### src/rtl/core/sdtc_pkg.sv
// sdtc_pkg: control word, microcode program and shared helpers for the
// shake-driven tilt color block. Depends on nothing; used by every design module.
package sdtc_pkg;

	localparam int STEP_W = 4;

	localparam logic [STEP_W-1:0] STEP_BLACK = 4'd8;

	typedef enum logic [1:0] {
		MUL_SQ,
		MUL_Y,
		MUL_T
	} mul_sel_t;

	typedef struct packed {
		logic [STEP_W-1:0] jump;
		logic              br_fail;
		mul_sel_t          mul_sel;
		logic              ld_shake;
		logic              ld_prod;
		logic              ld_level;
		logic              ld_base;
		logic              ld_phase;
		logic              emit;
		logic              black;
		logic              last;
	} ctrl_t;

	function automatic ctrl_t rom_word(input logic [STEP_W-1:0] pc);
		ctrl_t w;
		w = '0;
		unique case (pc)
			4'd0: begin
				w.ld_shake = 1'b1;
				w.br_fail  = 1'b1;
				w.jump     = STEP_BLACK;
			end
			4'd1: begin
				w.mul_sel = MUL_SQ;
				w.ld_prod = 1'b1;
			end
			4'd2: w.ld_level = 1'b1;
			4'd3: begin
				w.mul_sel = MUL_Y;
				w.ld_prod = 1'b1;
			end
			4'd4: w.ld_base = 1'b1;
			4'd5: w.ld_phase = 1'b1;
			4'd6: begin
				w.mul_sel = MUL_T;
				w.ld_prod = 1'b1;
			end
			4'd7: begin
				w.emit = 1'b1;
				w.last = 1'b1;
			end
			STEP_BLACK: begin
				w.emit  = 1'b1;
				w.black = 1'b1;
				w.last  = 1'b1;
			end
			default: w = '0;
		endcase
		return w;
	endfunction

	function automatic logic [7:0] bitrev8(input logic [7:0] v);
		logic [7:0] r;
		for (int i = 0; i < 8; i++) begin
			r[i] = v[7-i];
		end
		return r;
	endfunction

	function automatic logic [7:0] clamp_byte(input logic signed [11:0] v);
		logic [7:0] r;
		if (v < 0) begin
			r = 8'd0;
		end else if (v > 12'sd255) begin
			r = 8'd255;
		end else begin
			r = v[7:0];
		end
		return r;
	endfunction

endpackage

### src/rtl/core/sdtc_seq.sv
// sdtc_seq: step counter and microcode fetch for the tilt color block.
// Depends on sdtc_pkg (ctrl_t, rom_word, STEP_W).
module sdtc_seq (
	input  logic                    clk,
	input  logic                    arst_n,
	input  logic                    start,
	input  logic                    fail,
	input  logic                    out_free,
	output logic                    busy,
	output sdtc_pkg::ctrl_t         ctrl
);

	logic                         busy_q;
	logic [sdtc_pkg::STEP_W-1:0]  pc_q;
	sdtc_pkg::ctrl_t              word;

	assign word = sdtc_pkg::rom_word(pc_q);
	assign ctrl = busy_q ? word : '0;
	assign busy = busy_q;

	always_ff @(posedge clk or negedge arst_n) begin
		if (!arst_n) begin
			busy_q <= 1'b0;
			pc_q   <= '0;
		end else if (!busy_q) begin
			if (start) begin
				busy_q <= 1'b1;
				pc_q   <= '0;
			end
		end else if (word.emit && !out_free) begin
			// hold until the output word is free
			pc_q <= pc_q;
		end else if (word.last) begin
			busy_q <= 1'b0;
		end else if (word.br_fail && fail) begin
			pc_q <= word.jump;
		end else begin
			pc_q <= pc_q + 1'b1;
		end
	end

endmodule

### src/rtl/core/sdtc_dp.sv
// sdtc_dp: datapath of the tilt color block: sample, state, shared multiplier
// and output word. Depends on sdtc_pkg (ctrl_t, mul_sel_t, helpers).
module sdtc_dp (
	input  logic               clk,
	input  logic               arst_n,
	input  logic               start,
	input  logic signed [7:0]  accel_x,
	input  logic signed [7:0]  accel_y,
	input  logic signed [7:0]  accel_z,
	input  logic               flicker,
	input  logic               read_failed,
	input  sdtc_pkg::ctrl_t    ctrl,
	input  logic               out_stall,
	output logic               fail,
	output logic               out_free,
	output logic               out_valid,
	output logic [7:0]         red,
	output logic [7:0]         green,
	output logic [7:0]         blue
);

	logic signed [7:0]  x_q, y_q, z_q;
	logic               flick_q, fail_q;
	logic signed [7:0]  px_q, py_q, pz_q;
	logic [12:0]        level_q;
	logic [15:0]        phase_q;
	logic [6:0]         shake_q;
	logic signed [17:0] prod_q;
	logic signed [10:0] r_q, g_q, b_q;
	logic               out_valid_q;
	logic [7:0]         red_q, green_q, blue_q;

	logic signed [8:0]  dx, dy, dz;
	logic [7:0]         ax, ay, az;
	logic [8:0]         ssum;
	logic [6:0]         shake_n;
	logic signed [16:0] lvl_sum;
	logic [12:0]        level_n;
	logic signed [17:0] z128, g_pre, b_pre;
	logic signed [10:0] x2, z2;
	logic [15:0]        ph_inc;
	logic signed [9:0]  t0, t1;
	logic signed [8:0]  mul_a, mul_b;
	logic signed [8:0]  offs;
	logic               apply;
	logic signed [11:0] offs_add, sum_r, sum_g, sum_b;

	always_comb begin
		dx = {px_q[7], px_q} - {x_q[7], x_q};
		dy = {py_q[7], py_q} - {y_q[7], y_q};
		dz = {pz_q[7], pz_q} - {z_q[7], z_q};
		ax = dx[8] ? 8'(-dx) : dx[7:0];
		ay = dy[8] ? 8'(-dy) : dy[7:0];
		az = dz[8] ? 8'(-dz) : dz[7:0];
		ssum = {2'b0, ax[7:1]} + {2'b0, ay[7:1]} + {2'b0, az[7:1]};
		shake_n = (ssum > 9'd127) ? 7'd127 : ssum[6:0];
	end

	always_comb begin
		lvl_sum = $signed({4'b0, level_q}) + $signed({3'b0, prod_q[13:0]}) - 17'sd5;
		if (lvl_sum < 0) begin
			level_n = 13'd0;
		end else if (lvl_sum > 17'sd8191) begin
			level_n = 13'd8191;
		end else begin
			level_n = lvl_sum[12:0];
		end
	end

	always_comb begin
		z128  = {{3{z_q[7]}}, z_q, 7'b0};
		g_pre = prod_q - z128;
		b_pre = -prod_q - z128;
		x2    = {{2{x_q[7]}}, x_q, 1'b0};
		z2    = {{2{z_q[7]}}, z_q, 1'b0};
	end

	assign ph_inc = (level_q >= 13'd512) ? ({3'b0, level_q} - 16'd256) : 16'd256;

	always_comb begin
		t0 = $signed({2'b0, phase_q[15:8]}) - 10'sd64;
		t1 = (t0 >= 10'sd64) ? (10'sd128 - t0) : t0;
	end

	always_comb begin
		case (ctrl.mul_sel)
			sdtc_pkg::MUL_SQ: begin
				mul_a = $signed({2'b0, shake_q});
				mul_b = $signed({2'b0, shake_q});
			end
			sdtc_pkg::MUL_Y: begin
				mul_a = {y_q[7], y_q};
				mul_b = 9'sd222;
			end
			sdtc_pkg::MUL_T: begin
				mul_a = t1[8:0];
				mul_b = $signed({1'b0, level_q[12:5]});
			end
			default: begin
				mul_a = '0;
				mul_b = '0;
			end
		endcase
	end

	always_comb begin
		offs     = prod_q[14:6];
		apply    = !flick_q || ({2'b0, level_q[12:7]} > sdtc_pkg::bitrev8(offs[7:0]));
		offs_add = apply ? {{3{offs[8]}}, offs} : 12'sd0;
		sum_r    = {r_q[10], r_q} + offs_add;
		sum_g    = {g_q[10], g_q} + offs_add;
		sum_b    = {b_q[10], b_q} + offs_add;
	end

	assign out_free  = !out_valid_q || !out_stall;
	assign fail      = fail_q;
	assign out_valid = out_valid_q;
	assign red       = red_q;
	assign green     = green_q;
	assign blue      = blue_q;

	always_ff @(posedge clk or negedge arst_n) begin
		if (!arst_n) begin
			px_q        <= '0;
			py_q        <= '0;
			pz_q        <= '0;
			level_q     <= '0;
			phase_q     <= '0;
			out_valid_q <= 1'b0;
		end else begin
			if (ctrl.ld_level) begin
				if (px_q != 0 || py_q != 0 || pz_q != 0) begin
					level_q <= level_n;
				end
				px_q <= x_q;
				py_q <= y_q;
				pz_q <= z_q;
			end
			if (ctrl.ld_phase) begin
				phase_q <= phase_q + ph_inc;
			end
			if (ctrl.emit && out_free) begin
				out_valid_q <= 1'b1;
			end else if (!out_stall) begin
				out_valid_q <= 1'b0;
			end
		end
	end

	always_ff @(posedge clk) begin
		if (start) begin
			x_q     <= accel_x;
			y_q     <= accel_y;
			z_q     <= accel_z;
			flick_q <= flicker;
			fail_q  <= read_failed;
		end
		if (ctrl.ld_shake) begin
			shake_q <= shake_n;
		end
		if (ctrl.ld_prod) begin
			prod_q <= 18'(mul_a * mul_b);
		end
		if (ctrl.ld_base) begin
			r_q <= z2 - x2;
			g_q <= g_pre[17:7] - x2;
			b_q <= b_pre[17:7] - x2;
		end
		if (ctrl.emit && out_free) begin
			if (ctrl.black) begin
				red_q   <= 8'd0;
				green_q <= 8'd0;
				blue_q  <= 8'd0;
			end else begin
				red_q   <= sdtc_pkg::clamp_byte(sum_r);
				green_q <= sdtc_pkg::clamp_byte(sum_g);
				blue_q  <= sdtc_pkg::clamp_byte(sum_b);
			end
		end
	end

endmodule

### src/rtl/core/shake_driven_tilt_color.sv
// shake_driven_tilt_color: top level; one sample word in, one RGB word out.
// A failed read skips the multiply steps and gives a black word. No new sample
// word is taken until the microcode program, stepping through one shared
// multiplier and datapath, has emitted the last one's output; a stalled output holds it.
// Reset (arst_n low): clears previous sample, instability, phase, output valid and busy.
// Depends on sdtc_pkg, sdtc_seq and sdtc_dp.
module shake_driven_tilt_color (
	input  logic              clk,
	input  logic              arst_n,
	input  logic              in_valid,
	output logic              in_stall,
	input  logic signed [7:0] accel_x,
	input  logic signed [7:0] accel_y,
	input  logic signed [7:0] accel_z,
	input  logic              flicker,
	input  logic              read_failed,
	output logic              out_valid,
	input  logic              out_stall,
	output logic [7:0]        red,
	output logic [7:0]        green,
	output logic [7:0]        blue
);

	logic            busy;
	logic            start;
	logic            fail;
	logic            out_free;
	sdtc_pkg::ctrl_t ctrl;

	assign in_stall = busy;
	assign start    = in_valid && !busy;

	sdtc_seq u_seq (
		.clk      (clk),
		.arst_n   (arst_n),
		.start    (start),
		.fail     (fail),
		.out_free (out_free),
		.busy     (busy),
		.ctrl     (ctrl)
	);

	sdtc_dp u_dp (
		.clk         (clk),
		.arst_n      (arst_n),
		.start       (start),
		.accel_x     (accel_x),
		.accel_y     (accel_y),
		.accel_z     (accel_z),
		.flicker     (flicker),
		.read_failed (read_failed),
		.ctrl        (ctrl),
		.out_stall   (out_stall),
		.fail        (fail),
		.out_free    (out_free),
		.out_valid   (out_valid),
		.red         (red),
		.green       (green),
		.blue        (blue)
	);

`ifndef NO_ASSERTIONS
	a_accept_busy: assert property (@(posedge clk) disable iff (!arst_n)
		in_valid && !in_stall |=> in_stall)
		else $error("accepted word did not start the sequencer");

	a_out_from_busy: assert property (@(posedge clk) disable iff (!arst_n)
		$rose(out_valid) |-> $past(busy))
		else $error("output word appeared without a word in progress");

	a_black_out: assert property (@(posedge clk) disable iff (!arst_n)
		ctrl.emit && ctrl.black && out_free |=> red == 8'd0 && green == 8'd0 && blue == 8'd0)
		else $error("failed read did not give black");

	a_emit_only_busy: assert property (@(posedge clk) disable iff (!arst_n)
		ctrl.emit |-> busy && in_stall)
		else $error("emit step outside a word in progress");
`endif

endmodule

### config.mk
export PLATFORM = sky130hd
export DESIGN_NAME = shake_driven_tilt_color
export DESIGN_NICKNAME = d
export VERILOG_FILES = /design/src/rtl/core/sdtc_pkg.sv /design/src/rtl/core/sdtc_seq.sv /design/src/rtl/core/sdtc_dp.sv /design/src/rtl/core/shake_driven_tilt_color.sv
export SDC_FILE = /design/constraint.sdc
export NUM_CORES = 1
export LEC_CHECK = 0
export BUFFER_PORTS_ARGS = -buffer_cell sky130_fd_sc_hd__clkbuf_2
export CAP_MARGIN = 15
export CORE_ASPECT_RATIO = 0.6
export CORE_MARGIN = 5
export CORE_UTILIZATION = 61
export CTS_CLUSTER_SIZE = 8
export DETAILED_ROUTE_END_ITERATION = 8
export PLACE_DENSITY = 0.82
export SETUP_SLACK_MARGIN = 0.02
export SYNTH_ARGS = -nofsm -noshare
export SYNTH_HDL_FRONTEND = slang
export SYNTH_HIERARCHICAL = 1
export SYNTH_SLANG_ARGS = --single-unit
### constraint.sdc
create_clock -name clk -period 8.29 [get_ports clk]
set_clock_uncertainty 0.05 [all_clocks]
set_input_delay 0.4145 -clock clk [delete_from_list [all_inputs] [get_ports clk]]
set_output_delay 0.4145 -clock clk [all_outputs]
set_load 0.02 [all_outputs]
==> reports/qor.csv, run 1 <==
stage,metric,value,unit
timing,final hold viol count,0,
clocking,clk slew on worst S/H paths,0.07,ns
critical_path,reg-to-reg endpoint,u_dp/prod_q[17],
yosys,Syn Area/Cell,9.53,um^2
finish,Layout Nets,2119,
timing,Tightest Pin Transition,1.13,ns
clocking,CTS tree,yes,
detailed_routing,DR vias/cell,6.06,
floorplanning,DIE WIDTH,222,um
timing,Tmin final,6.97,ns
worst_hold_path,Hold WC Path Type,in -> reg,
timing,headroom to the max-slew limit,24.5,%
clocking,hold_buf cts,0,
yosys,Cells after Synth,1730,
critical_path,crit-path max FO,24,
global_routing,GRT overflow,0,
floorplanning,core area,0.0265,mm^2
finish,ANT cells,0,
critical_path,Worst Setup Start Kind,flop,
timing,unrepaired setup endpoints after global routing,no,
floorplanning,Ports,56,
yosys,cell area after synthesis,0.0165,mm^2
detailed_routing,DRC errors left,0,
critical_path,cells on worst reg2reg path,20,
clocking,postcts setup bufs,0,
clocking,CTS max path bufs,2,
run,max-cap violations,0,
global_routing,largest net degree at the start of global routing,60,
clocking,Post-CTS Resized,0,
detailed_routing,Routed Antenna Nets,0,
floorplanning,die area,0.0305,mm^2
clocking,"Clk Latency, worst-skew pair",0.46,ns
worst_hold_path,Hold Path Sink,u_dp/y_q[2],
detailed_routing,Starting DRT DRC Count,1164,
finish,area of the multi-input gates,0.0108,mm^2
detailed_routing,final wirelength,41300,um
finish,number of fill cells,2127,
finish,P&R area growth vs syn,7.69,%
place,Final HPWL DP,33100,um
worst_hold_path,Hold Crit Depth,1,
detailed_routing,routed length per instance,19.1,um
clocking,cts bufs inserted,17,
yosys,Ys Warns,6,
timing,"Setup violations, final",0,
finish,Reg area,0.00466,mm^2
timing,crit share post-route,84.0,%
worst_hold_path,HP Start,accel_y[2],
floorplanning,Die Y,137,um
floorplanning,Starting Density,62.2,%
timing,max-slew violations,0,
yosys,"Net Count, Synth",2061,
global_routing,first-pass GRT wire length,66300,um
critical_path,critical path arrival,7.11,ns
clocking,CTS sink cnt,165,
critical_path,reg2reg setup slack,1.32,ns
global_routing,global-route usage over all layers,27.6,%
critical_path,kind of critical path,reg -> reg,
clocking,H-tree Lvls,4,
finish,share of cells above drive strength 1,9.05,%
detailed_routing,via count,13100,
timing,fmax,0.144,GHz
global_routing,vias in the first global route,12500,
clocking,CTS Root Cell,clkbuf_16,
global_routing,initial antenna violation count,0,
run_status,status,completed,
critical_path,worst path required time,8.43,ns
timing,setup TNS,0,ns
critical_path,R2R Path Start,u_seq/busy,
place,IO buf count,55,
detailed_routing,drt pass-1 iters,7,
critical_path,CP Capture Type,flop,
place,routability cong.,0.980,
floorplanning,Rows,46,
==> per-layer routing <==
layer	global-route usage, %	vias up	share of wire, %
met2	40.9	564	41
met5	0	-	0
met4	5.58	0	1.1
met1	41.9	6300	48
met3	5.83	46	9.7
li1	-	6194	-
==> worst max-delay path by stage <==
stage / startpoint / to / slack (ns) / cells past startpoint
2_1_floorplan: u_seq/busy / u_dp/prod_q[15] / 2.16 / 24
3_3_place_gp: u_seq/busy / u_dp/prod_q[17] / 1.70 / 19
3_5_place_dp: u_seq/busy / u_dp/prod_q[14] / 1.51 / 21
4_1_cts: u_seq/busy / u_dp/prod_q[14] / 1.47 / 21
5_1_grt: u_seq/busy / u_dp/prod_q[17] / 0.90 / 19
6_report: u_seq/busy / u_dp/prod_q[17] / 1.32 / 20
==> stage by stage <==
| step | std cells | utilization [%] | cell area (um^2) | hold WS [ns] | setup slack (ns) |
|---|---|---|---|---|---|
| floorplan | 1730 | - | 16500 | 0.0689 | 2.16 |
| global placement | 2129 | 64.7 | 17200 | 0.440 | 1.70 |
| detailed placement | 2129 | 64.7 | 17200 | 0.447 | 1.51 |
| CTS | 2161 | 66.9 | 17800 | 0.0642 | 1.47 |
| global route | 2161 | 66.9 | 17800 | 0.0603 | 0.898 |
| finish | 2161 | 66.9 | 17800 | 0.0791 | 1.32 |
==> critical path, cell delays in order (launching register included) <==
cell      delay, ns
dfrtp_1        0.55
inv_1          0.20
nor3_1         0.21
and2_1         0.80
nand2b_1       0.38
a211oi_1       0.17
nor2_1         0.55
nor2_1         0.20
fa_1           0.70
inv_1          0.13
fa_1           0.55
inv_1          0.05
fa_1           0.52
inv_1          0.05
fa_1           0.53
inv_1          0.04
ha_1           0.35
or3_1          0.32
o21ai_0        0.12
a21o_1         0.15
a211oi_1       0.07
==> state kept, by name, indices dropped and copies added (netlist names), 8 cells and up <==
name          cells
u_dp/blue         8
u_dp/z_q          8
u_dp/g_q         11
u_dp/red          8
u_dp/r_q          9
u_dp/x_q          8
u_dp/y_q          8
u_dp/prod_q      18
u_dp/py_q         8
u_dp/px_q         8
u_dp/pz_q         8
u_dp/level_q     13
u_dp/phase_q     16
u_dp/green        8
u_dp/b_q         11
==> area by class of cell <==
type                    count  area share (%)
well taps                 360            2.54
clock buffers              17            2.40
inverters                 251            5.31
clock inverters            15           0.979
repair buffers             63            1.89
flip-flops and latches    165            26.2
multi-input cells        1290            60.7
==> layout by cell type, fill, tap and decap left out, types with 12 or more instances in the layout <==
cell,instances
inv_1,251
nor3_1,33
nor2_1,132
a21oi_1,119
o21a_1,14
or2_2,13
nor2b_1,33
and2_1,12
a211oi_1,17
edfxtp_1,106
xnor2_1,83
fa_1,80
o21ai_0,72
nand2b_1,27
nand2_1,79
clkbuf_16,17
ha_1,221
a21o_1,26
xor2_1,49
o21bai_1,18
mux2_2,33
clkbuf_2,55
nor4_1,12
dfrtp_1,59
nand3_1,15
or3_1,12
mux2i_1,13
Power of run 1 is left out: the tool's default activity adds up to more than one toggle a clock period on the data nets, which glitch-free logic cannot reach.
==> run 2, diff against run 1 <==
Settings changed: CORE_UTILIZATION 61 to 58, PLACE_DENSITY 0.82 to 0.81.
Clock period 8.29 ns to 6.23 ns, I/O delays scaled along.
==> reports/qor.csv, run 2 (synthesis gave the netlist of run 1 again) <==
stage,metric,value,unit,change
finish,largest reg by FF count,u_dp/prod_q,,unchanged
detailed_routing,DR vias/cell,5.97,,was 6.06
worst_hold_path,Hold WC Path Type,in -> reg,,unchanged
place,IO buf count,55,,unchanged
detailed_routing,routed length per instance,19.0,um,was 19.1 um
detailed_routing,drt pass-1 iters,5,,was 7
floorplanning,Rows,47,,was 46
detailed_routing,final wirelength,42100,um,was 41300 um
finish,Regs by FF count,"u_dp/prod_q (18), u_dp/phase_q (16), u_dp/level_q (13)",,unchanged
detailed_routing,DRC errors left,0,,unchanged
finish,post-route insts no fill,2213,,was 2161
finish,Layout Nets,2164,,was 2119
finish,share of cells above drive strength 1,11.4,%,was 9.05%
clocking,cts bufs inserted,17,,unchanged
critical_path,worst path required time,6.36,ns,was 8.43 ns
timing,Tmin final,5.91,ns,was 6.97 ns
finish,fin area,0.0183,mm^2,was 0.0178 mm^2
finish,"commonest non-fill, non-tap cell in the layout",inv_1,,unchanged
place,Area after DPL,0.0173,mm^2,was 0.0172 mm^2
finish,ANT cells,0,,unchanged
floorplanning,core area,0.0278,mm^2,was 0.0265 mm^2
clocking,H-tree Lvls,4,,unchanged
timing,fmax,0.169,GHz,was 0.144 GHz
critical_path,critical path arrival,6.04,ns,was 7.11 ns
clocking,CTS sink cnt,165,,unchanged
place,Final HPWL DP,33800,um,was 33100 um
place,dpl cells,2156,,was 2129
finish,P&R area growth vs syn,10.7,%,was 7.69%
global_routing,largest net degree at the start of global routing,60,,unchanged
critical_path,crit-path max FO,12,,was 24
timing,Hold WS,0.0259,ns,was 0.0791 ns
detailed_routing,Routed Antenna Nets,0,,unchanged
timing,max-slew violations,0,,unchanged
floorplanning,Die Y,141,um,was 137 um
place,routability cong.,0.963,,was 0.980
timing,headroom to the max-slew limit,30.5,%,was 24.5%
run_status,status,completed,,unchanged
timing,final hold viol count,0,,unchanged
clocking,"Clk Latency, worst-skew pair",0.45,ns,was 0.46 ns
critical_path,Worst Setup Start Kind,flop,,unchanged
clocking,clk slew on worst S/H paths,0.07,ns,about the same
finish,most frequent cells in the layout,"inv_1 (251), ha_1 (220), nor2_1 (129)",,"was inv_1 (251), ha_1 (221), nor2_1 (132)"
run,max-cap violations,0,,unchanged
timing,crit share post-route,94.9,%,was 84.0%
global_routing,first-pass GRT wire length,67600,um,was 66300 um
floorplanning,DIE WIDTH,228,um,was 222 um
floorplanning,Starting Density,59.3,%,was 62.2%
clocking,CTS max path bufs,2,,unchanged
finish,max FFs per register,18,,unchanged
global_routing,vias in the first global route,12800,,was 12.5k
detailed_routing,via count,13200,,was 13.1k
finish,number of fill cells,2197,,was 2127
floorplanning,Ports,56,,unchanged
global_routing,initial antenna violation count,0,,unchanged
clocking,CTS tree,yes,,unchanged
floorplanning,die area,0.0320,mm^2,was 0.0305 mm^2
critical_path,CP Capture Type,flop,,unchanged
timing,"Setup violations, final",0,,unchanged
global_routing,global-route usage over all layers,26.8,%,was 27.6%
clocking,CTS Root Cell,clkbuf_16,,unchanged
detailed_routing,Starting DRT DRC Count,1330,,was 1164
global_routing,GRT overflow,0,,unchanged
critical_path,kind of critical path,reg -> reg,,unchanged
timing,Tightest Pin Transition,1.04,ns,was 1.13 ns
-- run 2: cell types whose count changed in the layout (fill, tap and decap cells not counted), sizes merged --
cell | previous run | this run
clkbuf | 72 | 73
clkinvlp | 2 | 0
inv | 255 | 262
bufinv | 2 | 0
buf | 8 | 30
clkinv | 7 | 3
dlygate4sd3 | 0 | 23
-- run 2: final cells by class --
type / instances / area, um^2 / share of cell area [%]
Timing Repair Buffer: 108 / 731 / 4.00
Tap cell: 367 / 459 / 2.51
Clock buffer: 18 / 430 / 2.36
Clock inverter: 14 / 133 / 0.726
Inverter: 251 / 942 / 5.16
Sequential cell: 165 / 4660 / 25.5
Multi-Input combinational cell: 1290 / 10900 / 59.7
-- run 2: routing by layer --
layer / share of wire [%] / routed length, um / track usage [%]
met5: 0 / 0 / 0
met4: 1.4 / 595 / 5.79
met3: 11 / 4440 / 6.32
met2: 41 / 17200 / 37.7
met1: 47 / 19900 / 41.9
-- run 2: worst max-delay path, stage by stage, from the launching register on --
cell,delay (ns)
dfrtp_1,0.48
nor3_1,0.33
and2_4,0.31
buf_4,0.18
mux2i_1,0.23
nor2_1,0.09
a21oi_2,0.19
buf_4,0.19
nand2b_1,0.14
fa_1,0.39
inv_1,0.10
fa_1,0.42
ha_1,0.29
inv_1,0.06
fa_1,0.54
inv_1,0.05
ha_1,0.24
a211oi_1,0.32
o21bai_1,0.13
a21o_1,0.22
a21oi_1,0.21
o211a_1,0.24
a21o_1,0.16
a211oi_1,0.08
-- run 2: path summary, 6_finish.rpt --
check | start | to | slack (ns) | cells past startpoint
max | u_seq/pc_q[2] | u_dp/prod_q[17] | 0.32 | 23
max reg2reg | u_seq/pc_q[2] | u_dp/prod_q[17] | 0.32 | 23
min reg2reg | u_dp/x_q[4] | u_dp/px_q[4] | 0.46 | 1
min | accel_y[0] | u_dp/y_q[0] | 0.03 | 1
min in group asynchronous | arst_n | u_dp/phase_q[2] | 0.52 | 3
max in group asynchronous | arst_n | u_dp/phase_q[14] | 5.01 | 3
-- run 2: through the flow --
stage | worst slack, ns | util (%) | setup TNS [ns]
2_1_floorplan | 0.0997 | - | 0
3_3_place_gp | 0.183 | 62.3 | 0
3_5_place_dp | -0.0514 | 62.3 | -0.102
4_1_cts | -0.0317 | 65.2 | -0.0621
5_1_grt | -0.0142 | 65.7 | -0.0157
6_report | 0.318 | 65.7 | 0
-- run 2: what timing repair did --
action / in CTS / in global routing
endpoints found under the hold margin: 26 / 0
gates resized for setup: 5 / 26
hold buffers: 23 / 0
pin swaps: 0 / 3
buffers inserted: 0 / 2
endpoints found under the setup margin: 4 / 7
Power of run 2 is left out for the same reason.
